## src/rtl/core/bmp24_stream_decoder_core_assert.svh

```systemverilog
// ----------------------------------------------------------------------------
// bmp24 stream decoder assertion macros
// concurrent check wrappers, empty in synthesis builds
// ----------------------------------------------------------------------------
`ifndef BMP24_STREAM_DECODER_CORE_ASSERT_SVH
`define BMP24_STREAM_DECODER_CORE_ASSERT_SVH

`ifndef SYNTHESIS
`define BMP24_ASSERT(name, clk, rst_n, prop, msg) \
    name: assert property (@(posedge clk) disable iff (!rst_n) prop) else $error(msg);
`define BMP24_ASSERT_ALWAYS(name, clk, prop, msg) \
    name: assert property (@(posedge clk) prop) else $error(msg);
`else
`define BMP24_ASSERT(name, clk, rst_n, prop, msg)
`define BMP24_ASSERT_ALWAYS(name, clk, prop, msg)
`endif

`endif

```

## src/rtl/core/bmp24_pkg.sv

```systemverilog
// ----------------------------------------------------------------------------
// bmp24_pkg
// transaction types and header layout constants for the 24-bit bmp decoder
// ----------------------------------------------------------------------------
`timescale 1ns / 1ps
`default_nettype none

package bmp24_pkg;

    localparam int COORD_W = 12;

    typedef logic [COORD_W-1:0] coord_t;

    typedef struct packed {
        logic [7:0] data_byte;
        logic       start_of_file;
    } bmp24_in_t;

    typedef struct packed {
        logic [7:0] red;
        logic [7:0] green;
        logic [7:0] blue;
        coord_t     column;
        coord_t     row;
        logic       last_pixel;
        logic       rejected;
    } bmp24_out_t;

    // header layout
    localparam logic [5:0]  HDR_LAST_IDX = 6'd53;
    localparam logic [5:0]  WIDTH_OFS    = 6'h12;
    localparam logic [5:0]  HEIGHT_OFS   = 6'h16;
    localparam logic [5:0]  BPP_OFS      = 6'h1C;
    localparam logic [15:0] BPP_RGB24    = 16'd24;

endpackage

`default_nettype wire

```

## src/rtl/core/bmp24_skid.sv

```systemverilog
// ----------------------------------------------------------------------------
// bmp24_skid
// two-entry output register slice with registered upstream ready
// ----------------------------------------------------------------------------
`timescale 1ns / 1ps
`default_nettype none

`include "bmp24_stream_decoder_core_assert.svh"

module bmp24_skid (
    input  wire logic                  aclk,
    input  wire logic                  aresetn,
    input  wire logic                  in_valid,
    output logic                       in_ready,
    input  wire bmp24_pkg::bmp24_out_t in_data,
    output logic                       out_valid,
    input  wire logic                  out_ready,
    output bmp24_pkg::bmp24_out_t      out_data
);

    logic                  main_valid_reg, main_valid_next;
    logic                  skid_valid_reg, skid_valid_next;
    bmp24_pkg::bmp24_out_t main_reg, main_next;
    bmp24_pkg::bmp24_out_t skid_reg, skid_next;
    logic                  pop;

    assign in_ready  = !skid_valid_reg;
    assign out_valid = main_valid_reg;
    assign out_data  = main_reg;
    assign pop       = main_valid_reg && out_ready;

    always_comb begin
        main_valid_next = main_valid_reg;
        skid_valid_next = skid_valid_reg;
        main_next       = main_reg;
        skid_next       = skid_reg;
        if (skid_valid_reg) begin
            if (pop) begin
                main_next       = skid_reg;
                skid_valid_next = 1'b0;
            end
        end else if (pop || !main_valid_reg) begin
            main_valid_next = in_valid;
            main_next       = in_data;
        end else if (in_valid) begin
            skid_valid_next = 1'b1;
            skid_next       = in_data;
        end
    end

    always_ff @(posedge aclk) begin
        if (!aresetn) begin
            main_valid_reg <= 1'b0;
            skid_valid_reg <= 1'b0;
        end else begin
            main_valid_reg <= main_valid_next;
            skid_valid_reg <= skid_valid_next;
        end
        main_reg <= main_next;
        skid_reg <= skid_next;
    end

    `BMP24_ASSERT(a_skid_needs_main, aclk, aresetn, skid_valid_reg |-> main_valid_reg, "skid entry without main entry")
    `BMP24_ASSERT(a_no_push_when_full, aclk, aresetn, in_valid |-> in_ready, "push into full slice")
    `BMP24_ASSERT(a_skid_drains_first, aclk, aresetn, (skid_valid_reg && pop) |=> (main_valid_reg && !skid_valid_reg), "skid entry not moved to main")

endmodule

`default_nettype wire

```

## src/rtl/core/bmp24_stream_decoder_core.sv

```systemverilog
// ----------------------------------------------------------------------------
// bmp24_stream_decoder_core
// streaming 24-bit bmp decoder: header parse, pixel assembly, row padding skip
// ----------------------------------------------------------------------------
// Takes one file byte per clock cycle while s_ready is high, with no gaps
// between files or pixels. Each byte is decoded by the header/pixel logic in
// the cycle it is accepted; a header rejection or a completed blue-green-red
// pixel lands in a two-entry output slice the next cycle. s_ready is
// registered and drops only when both slice entries hold results that
// m_ready has not taken. Column and row are the low 12 bits of counters
// sized by MAX_DIM.
`timescale 1ns / 1ps
`default_nettype none

`include "bmp24_stream_decoder_core_assert.svh"

module bmp24_stream_decoder_core #(
    parameter int MAX_DIM = 4096
) (
    input  wire logic                  aclk,
    input  wire logic                  aresetn,
    input  wire logic                  s_valid,
    output logic                       s_ready,
    input  wire bmp24_pkg::bmp24_in_t  s_data,
    output logic                       m_valid,
    input  wire logic                  m_ready,
    output bmp24_pkg::bmp24_out_t      m_data
);

    localparam int DIM_W = $clog2(MAX_DIM + 1);

    typedef enum logic [1:0] {
        PH_HEADER,
        PH_PIXEL,
        PH_IDLE
    } phase_t;

    phase_t             phase_reg, phase_next, phase_cur;
    logic [5:0]         hidx_reg, hidx_next, hidx_cur;
    logic [31:0]        width_reg, width_next;
    logic [31:0]        height_reg, height_next;
    logic [15:0]        bpp_reg, bpp_next;
    logic [DIM_W-1:0]   col_reg, col_next, col_inc;
    logic [DIM_W-1:0]   row_reg, row_next, row_inc;
    logic [1:0]         bip_reg, bip_next;
    logic [1:0]         pad_reg, pad_next;
    logic [7:0]         blue_reg, blue_next;
    logic [7:0]         green_reg, green_next;

    logic                  accept;
    logic                  push;
    logic                  row_end;
    logic                  last;
    logic                  hdr_bad;
    bmp24_pkg::bmp24_out_t res;

    assign accept  = s_valid && s_ready;
    assign col_inc = col_reg + 1'b1;
    assign row_inc = row_reg + 1'b1;
    assign row_end = (col_inc == width_reg[DIM_W-1:0]);
    assign last    = row_end && (row_inc == height_reg[DIM_W-1:0]);

    always_comb begin
        phase_next = phase_reg;
        hidx_next  = hidx_reg;
        width_next = width_reg;
        height_next = height_reg;
        bpp_next   = bpp_reg;
        col_next   = col_reg;
        row_next   = row_reg;
        bip_next   = bip_reg;
        pad_next   = pad_reg;
        blue_next  = blue_reg;
        green_next = green_reg;
        push       = 1'b0;
        res        = '0;
        hdr_bad    = 1'b0;
        phase_cur  = s_data.start_of_file ? PH_HEADER : phase_reg;
        hidx_cur   = s_data.start_of_file ? 6'd0 : hidx_reg;

        if (accept) begin
            unique case (phase_cur)
                PH_HEADER: begin
                    for (int k = 0; k < 4; k++) begin
                        if (hidx_cur == bmp24_pkg::WIDTH_OFS + 6'(k)) begin
                            width_next[8*k +: 8] = s_data.data_byte;
                        end
                        if (hidx_cur == bmp24_pkg::HEIGHT_OFS + 6'(k)) begin
                            height_next[8*k +: 8] = s_data.data_byte;
                        end
                    end
                    for (int k = 0; k < 2; k++) begin
                        if (hidx_cur == bmp24_pkg::BPP_OFS + 6'(k)) begin
                            bpp_next[8*k +: 8] = s_data.data_byte;
                        end
                    end
                    phase_next = PH_HEADER;
                    if (hidx_cur == bmp24_pkg::HDR_LAST_IDX) begin
                        hidx_next = 6'd0;
                        hdr_bad = (bpp_next != bmp24_pkg::BPP_RGB24)
                               || (width_next == 32'd0) || (height_next == 32'd0)
                               || (width_next > 32'(MAX_DIM))
                               || (height_next > 32'(MAX_DIM));
                        if (hdr_bad) begin
                            phase_next   = PH_IDLE;
                            push         = 1'b1;
                            res.rejected = 1'b1;
                        end else begin
                            phase_next = PH_PIXEL;
                            col_next   = '0;
                            row_next   = '0;
                            bip_next   = 2'd0;
                            pad_next   = 2'd0;
                        end
                    end else begin
                        hidx_next = hidx_cur + 6'd1;
                    end
                end
                PH_PIXEL: begin
                    priority if (pad_reg != 2'd0) begin
                        pad_next = pad_reg - 2'd1;
                    end else if (bip_reg == 2'd0) begin
                        blue_next = s_data.data_byte;
                        bip_next  = 2'd1;
                    end else if (bip_reg == 2'd1) begin
                        green_next = s_data.data_byte;
                        bip_next   = 2'd2;
                    end else begin
                        bip_next       = 2'd0;
                        push           = 1'b1;
                        res.red        = s_data.data_byte;
                        res.green      = green_reg;
                        res.blue       = blue_reg;
                        res.column     = bmp24_pkg::coord_t'(col_reg);
                        res.row        = bmp24_pkg::coord_t'(row_reg);
                        res.last_pixel = last;
                        if (last) begin
                            phase_next = PH_IDLE;
                        end else if (row_end) begin
                            col_next = '0;
                            row_next = row_inc;
                            pad_next = width_reg[1:0];
                        end else begin
                            col_next = col_inc;
                        end
                    end
                end
                default: begin
                    phase_next = phase_reg;
                end
            endcase
        end
    end

    always_ff @(posedge aclk) begin
        if (!aresetn) begin
            phase_reg  <= PH_HEADER;
            hidx_reg   <= '0;
            width_reg  <= '0;
            height_reg <= '0;
            bpp_reg    <= '0;
            col_reg    <= '0;
            row_reg    <= '0;
            bip_reg    <= '0;
            pad_reg    <= '0;
            blue_reg   <= '0;
            green_reg  <= '0;
        end else begin
            phase_reg  <= phase_next;
            hidx_reg   <= hidx_next;
            width_reg  <= width_next;
            height_reg <= height_next;
            bpp_reg    <= bpp_next;
            col_reg    <= col_next;
            row_reg    <= row_next;
            bip_reg    <= bip_next;
            pad_reg    <= pad_next;
            blue_reg   <= blue_next;
            green_reg  <= green_next;
        end
    end

    bmp24_skid u_out_slice (
        .aclk      (aclk),
        .aresetn   (aresetn),
        .in_valid  (push),
        .in_ready  (s_ready),
        .in_data   (res),
        .out_valid (m_valid),
        .out_ready (m_ready),
        .out_data  (m_data)
    );

    `BMP24_ASSERT(a_hidx_outside_header, aclk, aresetn, (phase_reg != PH_HEADER) |-> (hidx_reg == 6'd0), "header index left nonzero")
    `BMP24_ASSERT(a_pad_between_pixels, aclk, aresetn, (pad_reg != 2'd0) |-> (bip_reg == 2'd0), "padding inside a pixel")
    `BMP24_ASSERT(a_col_in_range, aclk, aresetn, (phase_reg == PH_PIXEL) |-> (col_reg < width_reg[DIM_W-1:0]), "column beyond width")
    `BMP24_ASSERT(a_push_only_on_accept, aclk, aresetn, push |-> accept, "result without transaction")

endmodule

`default_nettype wire

```

## config.mk

```make
export PLATFORM = sky130hd
export DESIGN_NAME = bmp24_stream_decoder_core
export DESIGN_NICKNAME = d
export VERILOG_FILES = /design/src/rtl/core/bmp24_pkg.sv /design/src/rtl/core/bmp24_skid.sv /design/src/rtl/core/bmp24_stream_decoder_core.sv
export VERILOG_INCLUDE_DIRS = /design/src /design/src/rtl/core
export SDC_FILE = /design/constraint.sdc
export NUM_CORES = 1
export LEC_CHECK = 0
export BUFFER_PORTS_ARGS = -buffer_cell sky130_fd_sc_hd__buf_4
export CORE_MARGIN = 1.5
export CORE_UTILIZATION = 45
export CTS_CLUSTER_DIAMETER = 60
export DETAILED_ROUTE_END_ITERATION = 12
export PLACE_DENSITY = 0.72
export SYNTH_ARGS = -nofsm -noshare
export SYNTH_HDL_FRONTEND = slang
export SYNTH_SLANG_ARGS = --single-unit
```

## constraint.sdc

```tcl
create_clock -name aclk -period 21 [get_ports aclk]
set_input_delay 2.1 -clock aclk [delete_from_list [all_inputs] [get_ports aclk]]
set_output_delay 2.1 -clock aclk [all_outputs]
set_load 0.005 [all_outputs]
```

# ---- After elaboration in Yosys (flattened, before gate mapping)
# Index checks and enable logic that the tools add are counted.
dict set report classes {
  addsub 4
  magnitude_cmp 2
  mux 86
  bitwise 4
  reduce_logical 28
  n_eq_ne 29
}
# cell n
set ops {}
lappend ops {{8-bit 2-to-1 mux} 30}
lappend ops {{50-bit 2-to-1 mux} 4}
lappend ops {{49-bit 2-to-1 mux} 4}
lappend ops {{13-bit 2-to-1 mux} 12}
lappend ops {{32-bit by 13-bit greater-than comparator with 1-bit output, second input constant} 2}
lappend ops {{32-bit zero test} 2}
lappend ops {{6-bit by 5-bit == test with 1-bit output, second input constant} 10}
lappend ops {{13-bit case mux with 2 select lines} 2}
lappend ops {{2-bit 2-to-1 mux} 17}
lappend ops {{13-bit by 1-bit adder with 13-bit output, second input constant} 2}
lappend ops {{13-bit == test} 2}
lappend ops {{2-bit inequality test, second input constant} 9}
lappend ops {{16-bit by 5-bit inequality test with 1-bit output, second input constant} 1}
lappend ops {{8-bit AND reduction} 2}
lappend ops {{6-bit 2-to-1 mux} 2}
lappend ops {{3-bit inequality test, second input constant} 4}
lappend ops {{2-bit case mux with 2 select lines} 3}
lappend ops {{1-bit 2-to-1 mux} 11}
lappend ops {{5-bit AND reduction} 2}
lappend ops {{9-bit AND reduction} 1}
lappend ops {{6-bit by 1-bit adder with 6-bit output, second input constant} 1}
lappend ops {{6-bit == test, second input constant} 1}
lappend ops {{2-bit AND reduction} 3}
lappend ops {{6-bit AND reduction} 1}
lappend ops {{11 further kinds} 25}
dict set report totals {
  wordCells 180
  out_inout_bits 52
  inputBits 13
  regBits 236
}

# ---- Depth between registers and ports, before layout
dict set report logic_depth {
  depth_word 17
  mapped_depth 15
  mapped_depth_nobuf 13
}

# ---- By module
# From an unflattened synthesis, not the netlist that was laid out.
dict set report hier_totals {
  hier_cells 1157
  hier_area_um2 11642.4
}
# mod instances cells_per_inst seq_area_each_um2 area_per_inst_um2
set by_module_without_submodules {}
lappend by_module_without_submodules {bmp24_stream_decoder_core 1 989 2682.6 7778.7}
lappend by_module_without_submodules {bmp24_skid 1 168 3042.9 3863.7}

# ---- Least setup slack after synthesis
# Ideal clock, no wire load.
dict set report synth_path {
  path_kind {in2reg}
  from {input port s_data[0] (netlist name)}
  to {register u_out_slice.skid_reg[0] (netlist name), enable pin}
  t_arrival_ns 7.828
  t_required_ns 20.469
  stages 14
  n_path_buf 1
  setup_time_ns 0.531
  slack_ns 12.641
  path_cell_list {buf_4 inv_1 nand2_1 inv_1 ha_1 nor4bb_1 nand4_1 a21boi_0 xor2_1 a221oi_2 and3_4 nor3_1 o21ai_0 nor3b_1}
}
dict set report synth_via {
  elab_chain_len 15
  word_cells_on_any_way 59
  cone_classes {order compare: 2; eq/ne: 13; mux: 36; reduce/logical: 8}
}
# element line_no
set synth_lines {}
lappend synth_lines {{start, declared} bmp24_stream_decoder_core.sv:24} ;# input wire bmp24_pkg::bmp24_in_t s_data,
lappend synth_lines {{branches (longest 12 deep; another with 32-bit by 13-bit greater-than comparator with 1-bit output)} --}
lappend synth_lines {{1-bit case mux with 2 select lines *} bmp24_stream_decoder_core.sv:82} ;# unique case (phase_cur)
lappend synth_lines {{1-bit 2-to-1 mux *} bmp24_stream_decoder_core.sv:81} ;# if (accept) begin
lappend synth_lines {{3-bit AND reduction (no line) *} --}
lappend synth_lines {{end signal, assigned} bmp24_skid.sv:60} ;# skid_reg <= skid_next;
lappend synth_lines {{end, declared} bmp24_skid.sv:24} ;# bmp24_pkg::bmp24_out_t skid_reg, skid_next;
# Mark *: on every way between the ends. The select of a mux whose other input is x is not followed.
# A chain may end at the register's enable or synchronous reset.

# ---- Final worst setup path
dict set report layout_path {
  from {input port s_data[0] (netlist name)}
  to {register u_out_slice.skid_reg[41] (netlist name), enable pin}
}
# The elaborated chain is that of the path after synthesis.

==> metrics.md <==
| Metric | Value |
|---|---|
| Fin crit period | 5.979 ns |
| Ys flop type | dfxtp_1 |
| Vias | 8,432 |
| Count of input and output buffers | 64 |
| Pre-CTS setup slack | ~15 ns |
| Commonest non-fill, non-tap cell in the layout | nor2_1 |
| WP data required | between 20 and 25 ns |
| CP top delay family | simple AND/OR/NAND/NOR gates |
| CTS tree | done |
| Vias/cell | ~5.8 |
| Status | finished, final reports clean |
| DRC Markers | 0 |
| Worst flop-to-flop path endpoint | u_out_slice.skid_reg[41] |
| Slew headroom | approximately a quarter |
| Post-route ant nets | 0 |
| Layout cells sized above 1 | 11.97% |
| Sum Neg Setup Slack | 0 ns |
| Hold_ws | about 0.45 ns |
| TritonCTS Buffers | 24 |
| Inserted Diodes | 0 |
| Hold_buf cts | 0 |
| Uppermost routed layer | met4 |
| Commonest non-fill, non-tap cells in the layout | nor2_1, dfxtp_1, edfxtp_1 |
| Syn. warnings | 0 |
| Hold crit path type | register to register |
| HPWL after detailed placement | between 15 and 20 mm |
| Util after Layout | 52.34% |
| DRT met1 WL | around 12 mm |
| Mapped Cells | ~1,100 |
| Slowest cell on crit path | nor3b_2 |
| Initial antenna violation count | 0 |
| Post-synth EDFFs | 100 |
| Worst setup EP type | register |
| Overall Global Routing Usage | between 20 and 25% |
| Crit path depth | 15 |
| Max cap viols | 0 |
| # setup viols final | 0 |
| Reg-to-reg setup timing slack | between 15 and 20 ns |
| Post-CTS Setup Repair Bufs | 0 |
| Mux cell area share after synthesis | between 8 and 9% |
| Synth Area in Adders | less than 1% |
| Worst Setup EP | u_out_slice.skid_reg[41] |
| Worst-Margin Slew | approximately 1.1 ns |
| Post-Route WL | approximately 26 mm |
| Hold Path Origin | height_reg[13] |
| VDD IR max | 53.60 uV |
| Area Overhead vs Synth | 12.81% |
| Cell Rows | 56 |
| Die Width | 159.3 um |
| Xor and xnor area share after synthesis | approximately 2.3% |
| Synth cell types | 77 |
| Reg clk slew, reported paths | about 0.06 ns |
| Async SR Flop Fraction | 0% |
| Max Fclk | around 170 MHz |
| Largest family of logic cells by synthesized area | simple AND/OR/NAND/NOR gates |
| Drt first pass iters | 6 |
| Register-to-Register Path Depth | 13 |
| Reg2reg start | hidx_reg[0] |
| Bufs on Longest Clock Path | 3 |
| Root Buffer | clkbuf_16 |
| Ratio of final minimum period to clock period | between 20% and 30% |
| Worst Path Buf+Inv | 4 |
| WP data arrival | 6.13 ns |
| Startpoint types | input pin |
| CORE AREA | ~24,000 um^2 |
| Crit path from | s_data[0] |
| Final hold violations | 0 |
| Initial drt markers | around 820 |
| # resized after CTS | 0 |
| Syn nets | roughly 1,100 |
| PwrDens | 73.59 nW/um^2 |
| Cell Area, Synth | 10,990 um^2 |
| Clk_lat worst skew | around 0.52 ns |
| Leakage | between 4 and 5 nW |
| # IOs | 65 |
| Crit path cell chain | buf_4 -> inv_1 -> nand2_1 -> inv_1 -> ha_1 -> nor4bb_1 -> nand4_1 -> a21boi_0 -> xor2_1 -> a221oi_2 -> and3_4 -> nor3_1 -> o21ai_0 -> nor3b_2 -> buf_4 |
| Critical Path Max Stage Delay | about 0.94 ns |
| WL per Instance | ~18 um |
| Number of global-route vias before repair | ~8,000 |
| Initial core utilization | 46.39% |
| Critical path class | input pin to register |
| RSZ-0062 raised after global routing | no |
| First-pass GRT wire length | about 42 mm |
| Final #Nets | between 1,000 and 1,500 |
| CTS sink count | roughly 240 |
| Max Slew Vio Count | 0 |
| Met2 routed WL | around 12 mm |
| Seq cells post-synth | between 200 and 250 |
| Simple logic cell fraction of the synthesized area | about a fifth |
| Metal3 WL | 1.578 mm |
| CP Max Fanout | 38 |
| Final WS setup | between 15 and 20 ns |
| Seq/Total Area, Yosys | 52.11% |
| Avg Cell Area, Syn | between 9 and 10 um^2 |
| Largest net degree at the start of global routing | between 90 and 100 |
| H-tree levels | 1 |
| Total grt overflow | 0 |
| GP Congestion | 0.9050 |
| Die Span Y | around 160 um |
| Die ar. | around 25,000 um^2 |
| Final Skew | approximately 0.012 ns |
| Synth Area in Compound Gates | around an eighth |
worst min path at each step:
stage / endpoint / cells past startpoint / slack [ns]
floorplan: bpp_reg[15] / 2 / 0.43
global placement: bpp_reg[15] / 2 / 0.44
detailed placement: bpp_reg[8] / 2 / 0.45
CTS: bpp_reg[8] / 2 / 0.46
global route: height_reg[13] / 2 / 0.47
finish: height_reg[13] / 2 / 0.45
kinds of logic (layout without fill, tap and decap cells):
| family | Yosys count | count (layout) |
|---|---|---|
| xor gates and xnor gates | 29 | 29 |
| adders and majority gates | 4 | 4 |
| buffers and inverters | 96 | 136 |
| DFF | 236 | 236 |
| AOI/OAI and AO/OA | 201 | 201 |
| and+or+nand+nor | 448 | 448 |
| muxes | 91 | 91 |
area by class of cell:
| cell class | count | area (um^2) |
|---|---|---|
| flip-flops and latches | 236 | 5727 |
| well taps | 319 | 399.1 |
| fillers | 2122 | 11290 |
| inverters | 20 | 75.07 |
| clock inverters | 16 | 136.4 |
| multi-input cells | 773 | 4880 |
| repair buffers | 72 | 540.5 |
| clock buffers | 28 | 636.9 |
routing by layer:
layer / up-vias / GRT usage, %
li1: 4071 / -
met1: 4047 / 28.29
met2: 277 / 32.33
met3: 37 / 2.735
met4: 0 / 5.617
met5: - / 0
synth_stat cells, drive strengths merged (9+ instances only):
master / instances / area [um^2]
nand2: 92 / 347.8
nand4: 17 / 106.4
a21o: 53 / 397.9
inv: 20 / 75.07
nor3: 31 / 165.2
or4: 9 / 71.32
o21ai: 26 / 130.1
nand3: 33 / 170.2
clkbuf: 56 / 211.5
dfxtp: 136 / 2723
nor4: 21 / 150.2
mux2i: 87 / 870.8
xnor2: 19 / 166.4
and3: 50 / 317.8
nor2: 142 / 538.0
a31oi: 15 / 93.84
buf: 20 / 116.4
edfxtp: 100 / 3003
xor2: 10 / 87.58
a21oi: 51 / 270.3
worst min-delay path: stages (launching register included):
cell	delay, ns
dfxtp_1	0.30
nand2_1	0.05
a21oi_1	0.05
power by group:
part / total [mW] / switching [mW] / leakage, nW / internal (mW)
clock: 0.418 / 0.176 / 0.371 / 0.242
combinational: 0.0192 / 0.0152 / 2.51 / 0.00401
sequential: 0.475 / 0.000614 / 2.06 / 0.474
total: 0.912 / 0.192 / 4.94 / 0.720
stage by stage:
step	cells	instance area (um^2)	power, mW
3_5_place_dp	1420	11620	0.5039
6_report	1464	12390	0.9121
5_1_grt	1464	12390	0.9375
3_3_place_gp	1420	11620	0.5039
4_1_cts	1464	12390	0.9183
2_1_floorplan	1105	10990	0.4968
Power figures use the tool's default switching activity.
